===== src/rrcg_pkg.sv =====
// rrcg_pkg: shared types and constants of the two-rate rotor curve generator
// used by the front, queue, back end and top level; depends on nothing
`timescale 1ns / 1ps

package rrcg_pkg;

  // field and register widths
  localparam int DT_W      = 20;
  localparam int CFG_W     = 16;
  localparam int CFG_IDX_W = 3;
  localparam int SCALE_W   = 13;
  localparam int POS_W     = 18;
  localparam int PROD_W    = 36;

  // saturation rails of a coordinate
  localparam int POS_MAX = 131071;
  localparam int POS_MIN = -131072;

  // queue geometry
  localparam int QUEUE_DEPTH = 2;
  localparam int QPTR_W      = 1;
  localparam int QCNT_W      = 2;

  // register indexes
  localparam logic [CFG_IDX_W-1:0] CFG_ANIM_ENABLE = 3'd0;
  localparam logic [CFG_IDX_W-1:0] CFG_TIME_SCALE  = 3'd1;
  localparam logic [CFG_IDX_W-1:0] CFG_RATE_RATIO  = 3'd2;
  localparam logic [CFG_IDX_W-1:0] CFG_ROTOR_GAIN  = 3'd3;
  localparam logic [CFG_IDX_W-1:0] CFG_SCALE_X     = 3'd4;
  localparam logic [CFG_IDX_W-1:0] CFG_SCALE_Z     = 3'd5;

  // 1/(2pi) in Q0.28 and the cordic gain in Q30
  localparam logic [25:0]        INV2PI_Q28   = 26'd42722830;
  localparam logic signed [32:0] CORDIC_K_Q30 = 33'sd652032874;

  // arctangent of 2^-i in turns, 2^32 = one turn
  localparam int CORDIC_TAB_LEN = 30;
  localparam logic [31:0] ATAN_TURNS [CORDIC_TAB_LEN] = '{
    32'h20000000, 32'h12E4051E, 32'h09FB385B, 32'h051111D4, 32'h028B0D43, 32'h0145D7E1,
    32'h00A2F61E, 32'h00517C55, 32'h0028BE53, 32'h00145F2F, 32'h000A2F98, 32'h000517CC,
    32'h00028BE6, 32'h000145F3, 32'h0000A2F9, 32'h0000517C, 32'h000028BE, 32'h0000145F,
    32'h00000A2F, 32'h00000517, 32'h0000028B, 32'h00000145, 32'h000000A2, 32'h00000051,
    32'h00000028, 32'h00000014, 32'h0000000A, 32'h00000005, 32'h00000002, 32'h00000001
  };

  // configuration register set
  typedef struct packed {
    logic                      anim_enable;
    logic [CFG_W-1:0]          time_scale;
    logic [CFG_W-1:0]          rate_ratio;
    logic [CFG_W-1:0]          rotor_gain;
    logic signed [SCALE_W-1:0] scale_x;
    logic signed [SCALE_W-1:0] scale_z;
  } rrcg_cfg_t;

  // classified tick waiting in the queue
  typedef struct packed {
    logic              hold;
    logic [PROD_W-1:0] prod;
  } rrcg_item_t;

  // back end sequencer states
  typedef enum logic [2:0] {
    ST_IDLE,
    ST_PHASE,
    ST_LOAD,
    ST_ROTATE,
    ST_TRIG,
    ST_COORD,
    ST_DONE
  } rrcg_state_e;

endpackage


===== src/rrcg_fifo.sv =====
// rrcg_fifo: two-entry queue between the front and the back end
// depends on rrcg_pkg
`timescale 1ns / 1ps

module rrcg_fifo import rrcg_pkg::*; (
  input  logic       clk_i,
  input  logic       rst_ni,
  input  logic       push_i,
  input  rrcg_item_t push_item_i,
  output logic       full_o,
  input  logic       pop_i,
  output logic       valid_o,
  output rrcg_item_t pop_item_o
);

  rrcg_item_t         mem_q [QUEUE_DEPTH];
  logic [QPTR_W-1:0]  wr_ptr_q, rd_ptr_q;
  logic [QCNT_W-1:0]  cnt_q;

  assign full_o     = (cnt_q == QCNT_W'(QUEUE_DEPTH));
  assign valid_o    = (cnt_q != '0);
  assign pop_item_o = mem_q[rd_ptr_q];

  // entry storage
  always_ff @(posedge clk_i) begin
    if (push_i) begin
      mem_q[wr_ptr_q] <= push_item_i;
    end
  end

  // pointers and fill count
  always_ff @(posedge clk_i or negedge rst_ni) begin
    if (!rst_ni) begin
      wr_ptr_q <= '0;
      rd_ptr_q <= '0;
      cnt_q    <= '0;
    end else begin
      if (push_i) begin
        wr_ptr_q <= wr_ptr_q + QPTR_W'(1);
      end
      if (pop_i) begin
        rd_ptr_q <= rd_ptr_q + QPTR_W'(1);
      end
      if (push_i && !pop_i) begin
        cnt_q <= cnt_q + QCNT_W'(1);
      end else if (pop_i && !push_i) begin
        cnt_q <= cnt_q - QCNT_W'(1);
      end
    end
  end

endmodule


===== config.mk =====
export PLATFORM = sky130hd
export DESIGN_NAME = rrcg_fifo
export DESIGN_NICKNAME = d
export VERILOG_FILES = /design/src/rrcg_pkg.sv /design/src/rrcg_fifo.sv
export SDC_FILE = /design/constraint.sdc
export NUM_CORES = 1
export LEC_CHECK = 0
export ABC_AREA = 1
export BUFFER_PORTS_ARGS = -buffer_cell sky130_fd_sc_hd__buf_2
export CORE_MARGIN = 2
export CORE_UTILIZATION = 45
export DETAILED_ROUTE_END_ITERATION = 16
export PLACE_DENSITY = 0.68
export SETUP_SLACK_MARGIN = 0.4
export SLEW_MARGIN = 25
export SYNTH_ARGS = -nofsm -noshare
export SYNTH_HDL_FRONTEND = slang
export SYNTH_SLANG_ARGS = --single-unit

===== constraint.sdc =====
create_clock -name clk_i -period 4.4 [get_ports clk_i]
set_input_delay 0.22 -clock clk_i [delete_from_list [all_inputs] [get_ports clk_i]]
set_output_delay 0.22 -clock clk_i [all_outputs]
set_load 0.01 [all_outputs]

==> PnR_summary.wiki <==
{| class="wikitable"
! Metric !! Value
|-
| Static leakage || 0.00150 uW
|-
| Setup-failing EPs final || 0
|-
| First-pass GRT wire length || 7090 um
|-
| Post-route clock period utilization || 44.6%
|-
| Power density over the cells || 633 nW/um2
|-
| Class of the tightest hold or removal check || in2reg
|-
| Worst Tran Pin Value || 0.733 ns
|-
| Post-route standard cell area excluding fillers || 3700 um2
|-
| Highest fanout seen on the critical path || 38
|-
| Number of antenna violations at the first check in global routing || 0
|-
| Final antenna-violating net count || 0
|-
| Total cell area at the placement stage || 3460 um2
|-
| Place WS || 2.51 ns
|-
| Worst hold margin || 0.0695 ns
|-
| Pin count of the biggest net entering global routing || 39
|-
| DIE WIDTH || 85.1 um
|-
| Worst-case clock skew || 0.00370 ns
|-
| Overflow left after global routing || 0
|-
| Final routed DRC violation total || 0
|-
| Antenna Cells || 0
|-
| Area of the mapped netlist || 2960 um2
|-
| CTS sink cnt || 78
|-
| Height of the chip || 85.1 um
|-
| TritonCTS clock tree || built
|-
| Port bufs || 79
|-
| Global router's overall resource usage || 13.2%
|-
| Setup ws final || 2.44 ns
|-
| CP Data Arrival Time || 1.74 ns
|-
| Master of the slowest instance on the critical path || dfrtp_4
|-
| CTS max path bufs || 2
|-
| 1st-iter DRT viols || 47
|-
| Pwr Total || 2340 uW
|-
| Number of placed I/O pins || 80
|-
| Family with the most delay on the worst path || flip-flops
|-
| Final estimated routing congestion in global placement || 0.674
|-
| Number of standard cells after synthesis || 140
|-
| Via count of the first global-routing pass || 1497
|-
| Setup bufs post-CTS || 0
|-
| Result of the run || finished clean
|-
| Sequential-to-total area share from yosys stat || 78.5%
|-
| Maximum VDD drop || 0.388 mV
|-
| Post-synthesis cell type count || 14
|-
| Largest incremental delay on the critical path || 0.85 ns
|-
| Element type at the critical path start || flip-flop
|-
| Area growth syn-to-layout || 25.0%
|-
| Final WL || 4580 um
|-
| Overall via count from detail_route || 1458
|-
| Number of buffers and inverters on the critical path || 1
|-
| Chain of cells forming the critical path || mux2_2 -> buf_2
|-
| Hold Vio Cnt, Final || 0
|-
| Starting utilization of the core area || 46.6%
|-
| Vias per inst || 4.69
|-
| CTS Root Cell || clkbuf_8
|-
| Synthesized area per cell || 21.1 um2
|-
| Number of maximum-capacitance violations || 0
|-
| Final count of pins violating max slew || 0
|-
| # H-tree levels || 3
|-
| Final layout net count || 271
|-
| HPWL reported at the end of detailed placement || 3040 um
|-
| Yosys warnings || 0
|-
| Number of buffers inserted during clock tree synthesis || 9
|-
| Critical path type || reg2out
|-
| Final critical delay including setup and external delays || 1.96 ns
|-
| Data required time of the worst path || 4.18 ns
|-
| Syn nets || 182
|-
| Std-Cell Core Area || 6350 um2
|-
| CP Capture Type || primary output
|-
| Relative max-transition margin || 51.1%
|-
| Achievable Freq || 509 MHz
|-
| Synth Register Bits || 78
|-
| Worst-path clk slew || 0.07 ns
|-
| Fraction of final layout cells sized beyond drive strength 1 || 56.8%
|-
| RSZ-0062 raised after global routing || false
|-
| Clock latency reported for the late side of the worst-skew pair || 0.33 ns
|-
| Area enclosed by the die boundary || 7240 um2
|-
| Row Count || 29
|-
| Summed negative setup slack over all endpoints || 0 ns
|-
| Detailed Routing Iterations Pass 1 || 4
|-
| Routed wirelength normalized by instance count || 14.7 um
|}
flip-flops by register name, indices dropped and copies added, names as in the netlist:
register  count
mem_q        74
cnt_q         2
rd_ptr_q      1
wr_ptr_q      1
logic make-up after synthesis:
logic type | after synthesis | share of synthesized area, %
xor+xnor | 3 | 0.888
fa+ha+maj | 1 | 0.423
buf+inv | 11 | 2.20
flops | 78 | 78.5
mux | 37 | 16.6
simple gates | 10 | 1.40
where the power goes:
group | switching, uW | internal (uW)
registers | 124 | 989
clock network | 235 | 377
logic | 268 | 349
through the flow:
| stage | util, % | std cells |
|---|---|---|
| global route | 58.2 | 311 |
| finish | 58.2 | 311 |
| global placement | 54.0 | 293 |
| CTS | 58.2 | 311 |
| floorplan | - | 140 |
| detailed placement | 54.4 | 294 |
final cells by class:
class | count | area (um2)
sequential | 78 | 2330
clock buffer | 12 | 135
clock inverter | 4 | 95.1
inverter | 7 | 26.3
fill | 495 | 2650
tap | 77 | 96.3
multi-input combinational | 51 | 579
timing repair buffer | 82 | 440
layer usage:
layer | up-vias | global-route usage [%] | wire, um
li1 | 712 | - | -
met1 | 701 | 14.8 | 1880
met2 | 37 | 22.4 | 2420
met3 | 8 | 3.60 | 191
met4 | 0 | 8.23 | 93
met5 | - | 0 | 0
what timing repair did:
| action | 4_1_cts | 5_1_grt |
|---|---|---|
| hold buffers | 1 | 0 |
| hold endpoints to repair | 4 | 0 |
| endpoints found under the setup margin | 0 | 0 |
| gates resized for setup | 0 | 0 |
synth_stat cells (all sizes together):
cell type / instances / share of area (%)
mux2: 37 / 17
edfxtp: 74 / 75
xor2: 2 / 0.59
xnor2: 1 / 0.30
nand2: 6 / 0.76
ha: 1 / 0.42
buf: 4 / 1.3
inv: 7 / 0.89
dfrtp: 4 / 3.4
nand4: 1 / 0.21
nor2: 2 / 0.25
nand3: 1 / 0.17
placed cells by master, fill, tap and decap left out:
| cell | instances |
|---|---|
| buf_16 | 1 |
| buf_2 | 79 |
| buf_4 | 1 |
| bufinv_16 | 3 |
| clkbuf_1 | 3 |
| clkbuf_8 | 9 |
| clkinv_2 | 1 |
| dfrtp_1 | 3 |
| dfrtp_4 | 1 |
| dlygate4sd3_1 | 1 |
| edfxtp_1 | 74 |
| ha_1 | 1 |
| inv_1 | 7 |
| mux2_2 | 17 |
| mux2_4 | 20 |
| nand2_1 | 6 |
| nand3_1 | 1 |
| nand4_1 | 1 |
| nor2_1 | 1 |
| nor2_4 | 1 |
| xnor2_1 | 1 |
| xor2_1 | 2 |
final timing paths:
kind | from | end | slack, ns | cells after the start
worst min register to register | cnt_q[1] | cnt_q[1] | 0.48 | 2
worst min-delay path | push_item_i[34] | mem_q[1][34] | 0.07 | 1
worst max-delay path | rd_ptr_q | pop_item_o[28] | 2.44 | 2
min in group asynchronous | rst_ni | cnt_q[0] | 0.21 | 2
max in group asynchronous | rst_ni | rd_ptr_q | 4.05 | 2
worst max register to register | wr_ptr_q | mem_q[1][10] | 2.65 | 3
Power figures use the tool's default switching activity.
