==> src/rrcg_pkg.sv <==
// rrcg_pkg: shared types and constants of the two-rate rotor curve generator
// used by the front, queue, back end and top level; depends on nothing
`timescale 1ns / 1ps

package rrcg_pkg;

  // field and register widths
  localparam int DT_W      = 20;
  localparam int CFG_W     = 16;
  localparam int CFG_IDX_W = 3;
  localparam int SCALE_W   = 13;
  localparam int POS_W     = 18;
  localparam int PROD_W    = 36;

  // saturation rails of a coordinate
  localparam int POS_MAX = 131071;
  localparam int POS_MIN = -131072;

  // queue geometry
  localparam int QUEUE_DEPTH = 2;
  localparam int QPTR_W      = 1;
  localparam int QCNT_W      = 2;

  // register indexes
  localparam logic [CFG_IDX_W-1:0] CFG_ANIM_ENABLE = 3'd0;
  localparam logic [CFG_IDX_W-1:0] CFG_TIME_SCALE  = 3'd1;
  localparam logic [CFG_IDX_W-1:0] CFG_RATE_RATIO  = 3'd2;
  localparam logic [CFG_IDX_W-1:0] CFG_ROTOR_GAIN  = 3'd3;
  localparam logic [CFG_IDX_W-1:0] CFG_SCALE_X     = 3'd4;
  localparam logic [CFG_IDX_W-1:0] CFG_SCALE_Z     = 3'd5;

  // 1/(2pi) in Q0.28 and the cordic gain in Q30
  localparam logic [25:0]        INV2PI_Q28   = 26'd42722830;
  localparam logic signed [32:0] CORDIC_K_Q30 = 33'sd652032874;

  // arctangent of 2^-i in turns, 2^32 = one turn
  localparam int CORDIC_TAB_LEN = 30;
  localparam logic [31:0] ATAN_TURNS [CORDIC_TAB_LEN] = '{
    32'h20000000, 32'h12E4051E, 32'h09FB385B, 32'h051111D4, 32'h028B0D43, 32'h0145D7E1,
    32'h00A2F61E, 32'h00517C55, 32'h0028BE53, 32'h00145F2F, 32'h000A2F98, 32'h000517CC,
    32'h00028BE6, 32'h000145F3, 32'h0000A2F9, 32'h0000517C, 32'h000028BE, 32'h0000145F,
    32'h00000A2F, 32'h00000517, 32'h0000028B, 32'h00000145, 32'h000000A2, 32'h00000051,
    32'h00000028, 32'h00000014, 32'h0000000A, 32'h00000005, 32'h00000002, 32'h00000001
  };

  // configuration register set
  typedef struct packed {
    logic                      anim_enable;
    logic [CFG_W-1:0]          time_scale;
    logic [CFG_W-1:0]          rate_ratio;
    logic [CFG_W-1:0]          rotor_gain;
    logic signed [SCALE_W-1:0] scale_x;
    logic signed [SCALE_W-1:0] scale_z;
  } rrcg_cfg_t;

  // classified tick waiting in the queue
  typedef struct packed {
    logic              hold;
    logic [PROD_W-1:0] prod;
  } rrcg_item_t;

  // back end sequencer states
  typedef enum logic [2:0] {
    ST_IDLE,
    ST_PHASE,
    ST_LOAD,
    ST_ROTATE,
    ST_TRIG,
    ST_COORD,
    ST_DONE
  } rrcg_state_e;

endpackage

==> src/rrcg_front.sv <==
// rrcg_front: takes ticks, scales elapsed time and tags hold or move
// depends on rrcg_pkg
`timescale 1ns / 1ps

module rrcg_front import rrcg_pkg::*; (
  input  logic             in_valid_i,
  output logic             in_ready_o,
  input  logic [DT_W-1:0]  delta_t_i,
  input  rrcg_cfg_t        cfg_i,
  input  logic             full_i,
  output logic             push_o,
  output rrcg_item_t       push_item_o
);

  // accept a transaction whenever the queue has room
  assign in_ready_o = !full_i;
  assign push_o     = in_valid_i && !full_i;

  // scaled time in Q.24 and the hold tag
  always_comb begin
    push_item_o.prod = PROD_W'(delta_t_i) * PROD_W'(cfg_i.time_scale);
    push_item_o.hold = !cfg_i.anim_enable;
  end

endmodule

==> config.mk <==
export PLATFORM = sky130hd
export DESIGN_NAME = rrcg_front
export DESIGN_NICKNAME = d
export VERILOG_FILES = /design/src/rrcg_pkg.sv /design/src/rrcg_front.sv
export SDC_FILE = /design/constraint.sdc
export NUM_CORES = 1
export LEC_CHECK = 0
export BUFFER_PORTS_ARGS = -buffer_cell sky130_fd_sc_hd__buf_2
export CAP_MARGIN = 20
export CORE_MARGIN = 2
export CORE_UTILIZATION = 56
export DETAILED_ROUTE_END_ITERATION = 8
export GPL_ROUTABILITY_DRIVEN = 0
export PLACE_DENSITY = 0.81
export SLEW_MARGIN = 15
export SYNTH_ARGS = -nofsm -noshare
export SYNTH_HDL_FRONTEND = slang
export SYNTH_SLANG_ARGS = --single-unit
export TNS_END_PERCENT = 50
==> constraint.sdc <==
create_clock -name vclk -period 6.1
set_clock_uncertainty 0.15 [all_clocks]
set_input_delay 0.61 -clock vclk [all_inputs]
set_output_delay 0.61 -clock vclk [all_outputs]
set_load 0.005 [all_outputs]
==> results of run 1 <==
==> worst max-delay path, cell delays in order <==
cell	delay, ps
buf_12	120
buf_8	130
and2_1	170
fa_1	560
inv_1	70
fa_1	410
fa_1	560
inv_1	60
fa_2	610
fa_1	440
inv_1	80
fa_1	410
inv_1	100
ha_4	210
a21oi_2	180
o21ai_2	100
a221oi_2	320
o21ai_2	120
nor3_2	250
a21oi_4	110
or3_1	340
o311ai_2	90
buf_2	150
==> path summary, 6_finish.rpt <==
kind / startpoint / to / slack, ps / cells past startpoint
max: cfg_i[62] / push_item_o[32] / -870 / 23
min: cfg_i[74] / push_item_o[36] / 1280 / 3
==> cell usage in the layout (no fill, tap or decap), drive strengths merged, types with 5 or more instances in the layout <==
cell type / instances
a21o: 15
a21oi: 27
a31oi: 5
and2: 151
buf: 230
fa: 250
ha: 108
inv: 266
nand2: 190
nand2b: 6
nand3: 6
nor2: 13
o21ai: 16
xnor2: 25
xor2: 6
==> metal layers <==
layer	track usage, %	part of all wire [%]
met3	6.77	9.5
met4	8.11	2.7
met2	48.3	49
met1	39.9	38
met5	0	0
==> logic make-up after synthesis <==
group / after synthesis / share of synthesized area, %
xor gates and xnor gates: 31 / 2.60
muxes: 1 / 0.108
AOI/OAI and AO/OA: 93 / 6.22
buffers and inverters: 326 / 11.7
adders and majority gates: 358 / 60.9
and+or+nand+nor: 388 / 18.4
==> cell type report <==
| class | count | area share (%) |
|---|---|---|
| inverters | 266 | 7.65 |
| repair buffers | 231 | 14.4 |
| well taps | 229 | 2.20 |
| multi-input cells | 871 | 75.7 |
==> what timing repair did <==
item                                    CTS  global route
setup buffers                            14             9
pin swaps                                53            64
resized for setup                       169            59
endpoints found under the setup margin   24            24
hold endpoints to repair                  0             0
==> cell usage after synthesis, types with 5 or more instances <==
library cell / count
inv_1: 266
fa_1: 250
nand2_1: 189
and2_1: 151
ha_1: 108
clkbuf_1: 58
xnor2_1: 25
a21oi_1: 24
a21o_1: 15
o21ai_0: 14
nor2_1: 13
nand2b_1: 6
nand3_1: 6
xor2_1: 6
a31oi_1: 5
==> stage by stage <==
step / util [%] / hold WS (ps) / std cells / setup WS [ps]
after floorplan: - / 1100 / 1197 / -326
after global placement: 66.3 / 1280 / 1575 / -781
after detailed placement: 66.3 / 1280 / 1575 / -895
after CTS: 70.2 / 1280 / 1589 / -742
after global routing: 71.9 / 1300 / 1597 / -1030
final: 71.9 / 1280 / 1597 / -872
==> results.sh, run 1 <==
export IMPL_critPathMaxFanout=8
export IMPL_synthTopCellsByArea="fa_1, ha_1, inv_1"
export IMPL_critPathKind="in -> out"
export IMPL_finalHoldViolCount=0
export IMPL_fin_area_um2=13100
export IMPL_seq_cell_count=0
export IMPL_antenna_cells=0
export IMPL_mappedNetlistArea_um2=10400
export IMPL_grt_pass1_vias=9506
export IMPL_fin_ws_ps=-872
export IMPL_setup_viol=24
export IMPL_grt_setup_unrepaired="true"
export IMPL_cp_arrival_ps=6210
export IMPL_yosysTopAreaCellShare_pct=47.9
export IMPL_clockBufferCount=0
export IMPL_finalSetupTns_ps=-13080
export IMPL_required_ps=5340
export IMPL_overflow=0
export IMPL_dpl_instance_area_um2=12000
export IMPL_violations="setup timing"
export IMPL_die_h_um=141
export IMPL_ant_nets=0
export IMPL_vias=8900
export IMPL_nets=1825
export IMPL_drt_wl_total_um=29300
export IMPL_max_freq_ghz=0.143
export IMPL_grt_pass1_wl_um=46800
export IMPL_drive_gt1_share_pct=27.8
export IMPL_die_area_um2=19700
export IMPL_coreArea_um2=18100
export IMPL_drc=0
export IMPL_postCtsHoldBufs=0
export IMPL_antenna_found_initial=0
export IMPL_slew_violations=0
export IMPL_drv_cap=0
export IMPL_io_buffers=78
export IMPL_viasPerCell=5.57
export IMPL_first_iter_violations=736
export IMPL_yosysTopAreaCell="fa_1"
export IMPL_yosysUniqueCellTypes=49
export IMPL_num_rows=49
export IMPL_n_fill_cell=1155
export IMPL_dp_hpwl_um=22600
export IMPL_die_w_um=141
export IMPL_multi_input_area_um2=9880
export IMPL_slew_headroom_pct=69.5
export IMPL_worstHoldPathType="in -> out"
export IMPL_area_growth_pct=25.0
export IMPL_track_usage_pct=29.5
export IMPL_seq_area_um2=0
export IMPL_fin_crit_sh_pct=114
export IMPL_grt_max_degree=21
export IMPL_synth_nets=1652
export IMPL_critPathLaunchType="primary input"
export IMPL_avgSynthCellArea_um2=8.72
export IMPL_io_pins=136
export IMPL_synthCells=1197
export IMPL_status="finished, violations left"
export IMPL_critPathCaptureType="primary output"
export IMPL_wl_per_cell_um=18.4
export IMPL_seq_area_frac_synth_pct=0
export IMPL_dr_pass1_iters=6
export IMPL_start_util_pct=57.5
export IMPL_tightest_slew_ps=455
export IMPL_ys_warnings_count=0
export IMPL_period_minus_slack_ps=6970
Power of run 1 is left out: the tool's default activity adds up to more than one toggle a clock period on the data nets, which glitch-free logic cannot reach.
==> run 2, diff against run 1 <==
- CORE_UTILIZATION: 56 -> 62
- PLACE_DENSITY: 0.81 -> 0.85
- TNS_END_PERCENT: 50 -> 30
- clock period: 6.1 -> 7.4 ns (I/O delays scaled with it)
==> run 2 against run 1 <==
The flow finishes with violations (DRC). First-iteration DRC count is 24% lower. Utilization is 0.74 points lower. Sequential share of layout area stayed put.
==> results.sh, run 2 (synthesis results as in run 1) <==
export IMPL_critPathKind="in -> out"
export IMPL_dp_hpwl_um=21900
export IMPL_die_area_um2=17900
export IMPL_required_ps=6510
export IMPL_nets=1757
export IMPL_hp_start="cfg_i[74]"
export IMPL_fin_cells=1520
export IMPL_overflow=0
export IMPL_critPathLaunchType="primary input"
export IMPL_grt_pass1_wl_um=42900
export IMPL_max_freq_ghz=0.137
export IMPL_period_minus_slack_ps=7320
export IMPL_viasPerCell=5.59
export IMPL_layout_common_cells="inv_1, fa_1, nand2_1"
export IMPL_drv_cap=0
export IMPL_cp_arrival_ps=6430
export IMPL_drc=1
export IMPL_tightest_slew_ps=446
export IMPL_layout_commonest_cell="inv_1"
export IMPL_violations="DRC"
export IMPL_setup_viol=0
export IMPL_die_h_um=134
export IMPL_slew_headroom_pct=70.3
export IMPL_slew_violations=0
export IMPL_ant_nets=0
export IMPL_grt_max_degree=21
export IMPL_area_growth_pct=12.7
export IMPL_hold_path_endpoint="push_item_o[36]"
export IMPL_track_usage_pct=29.8
export IMPL_fin_area_um2=11800
export IMPL_vias=8501
export IMPL_grt_pass1_vias=9253
export IMPL_first_iter_violations=560
export IMPL_critPathCaptureType="primary output"
export IMPL_clockBufferCount=0
export IMPL_num_rows=47
export IMPL_coreArea_um2=16500
export IMPL_final_util_pct=71.2
export IMPL_start_util_pct=63.2
export IMPL_postCtsHoldBufs=0
export IMPL_drive_gt1_share_pct=15.4
export IMPL_worstHoldPathType="in -> out"
export IMPL_wl_per_cell_um=17.1
export IMPL_status="finished, violations left"
export IMPL_dpl_instance_area_um2=11500
export IMPL_hold_depth=3
export IMPL_dr_pass1_iters=7
export IMPL_antenna_cells=0
export IMPL_dp_cells=1520
export IMPL_seq_area_um2=0
export IMPL_antenna_found_initial=0
export IMPL_seq_cell_count=0
export IMPL_io_pins=136
export IMPL_drt_wl_total_um=26000
export IMPL_io_buffers=78
export IMPL_fin_crit_sh_pct=98.9
export IMPL_die_w_um=134
export IMPL_finalHoldViolCount=0
export IMPL_critPathMaxFanout=12
==> run 2: cell types whose count changed in the layout (fill, tap and decap cells not counted), moves of 11 or more <==
cell and change:
inv_1 +24, ha_1 +15, a21oi_1 +11, buf_6 -25, and2_1 +15, fa_1 +21, inv_2 -24, buf_4 -41
and2_4 -15, ha_4 -12, fa_2 -21
==> run 2: layer usage <==
metal / up-vias / global-route usage [%] / share of wire, %
met5: - / 0 / 0
met3: 90 / 2.63 / 5.7
li1: 3754 / - / -
met1: 4288 / 36.4 / 37
met2: 369 / 55.1 / 54
met4: 0 / 10.8 / 4.0
==> run 2: area by class of cell <==
cell class                 instances  area, µm²
multi-input combinational        871       9370
fill                            1175       4760
timing repair buffer             163       1120
inverter                         266        998
tap                              220        275
==> run 2: repair_timing <==
item                       4_1_cts  5_1_grt
setup endpoints to repair        4       15
gates resized for setup          8       65
cloned                           0        0
setup buffers                    0        0
pin swaps                        2       14
==> run 2: how the worst max path moves through the flow <==
stage / from / endpoint
2_1_floorplan: cfg_i[65] / push_item_o[33]
3_3_place_gp: cfg_i[59] / push_item_o[32]
3_5_place_dp: cfg_i[59] / push_item_o[32]
4_1_cts: cfg_i[62] / push_item_o[32]
5_1_grt: delta_t_i[7] / push_item_o[32]
6_report: delta_t_i[7] / push_item_o[32]
==> run 2: worst max-delay path: stages <==
cell	delay, ps
buf_4	170
and2_4	170
fa_1	530
inv_1	50
fa_1	490
fa_1	430
fa_1	500
inv_1	60
fa_2	490
fa_1	630
ha_4	230
a211oi_2	230
nor2_1	90
or3_1	360
o221a_4	250
o211ai_4	250
a21oi_4	100
or3_1	360
o311ai_1	110
buf_2	180
==> run 2: per-stage QoR <==
step | worst slack, ps | TNS (ps) | hold slack [ps]
floorplan | 503 | 0 | 1360
finish | 81.3 | 0 | 1540
detailed placement | -132 | -255 | 1540
CTS | 0.00577 | 0 | 1540
global route | -68.5 | -110 | 1570
global placement | 1.66 | 0 | 1540
Power of run 2 is left out for the same reason.
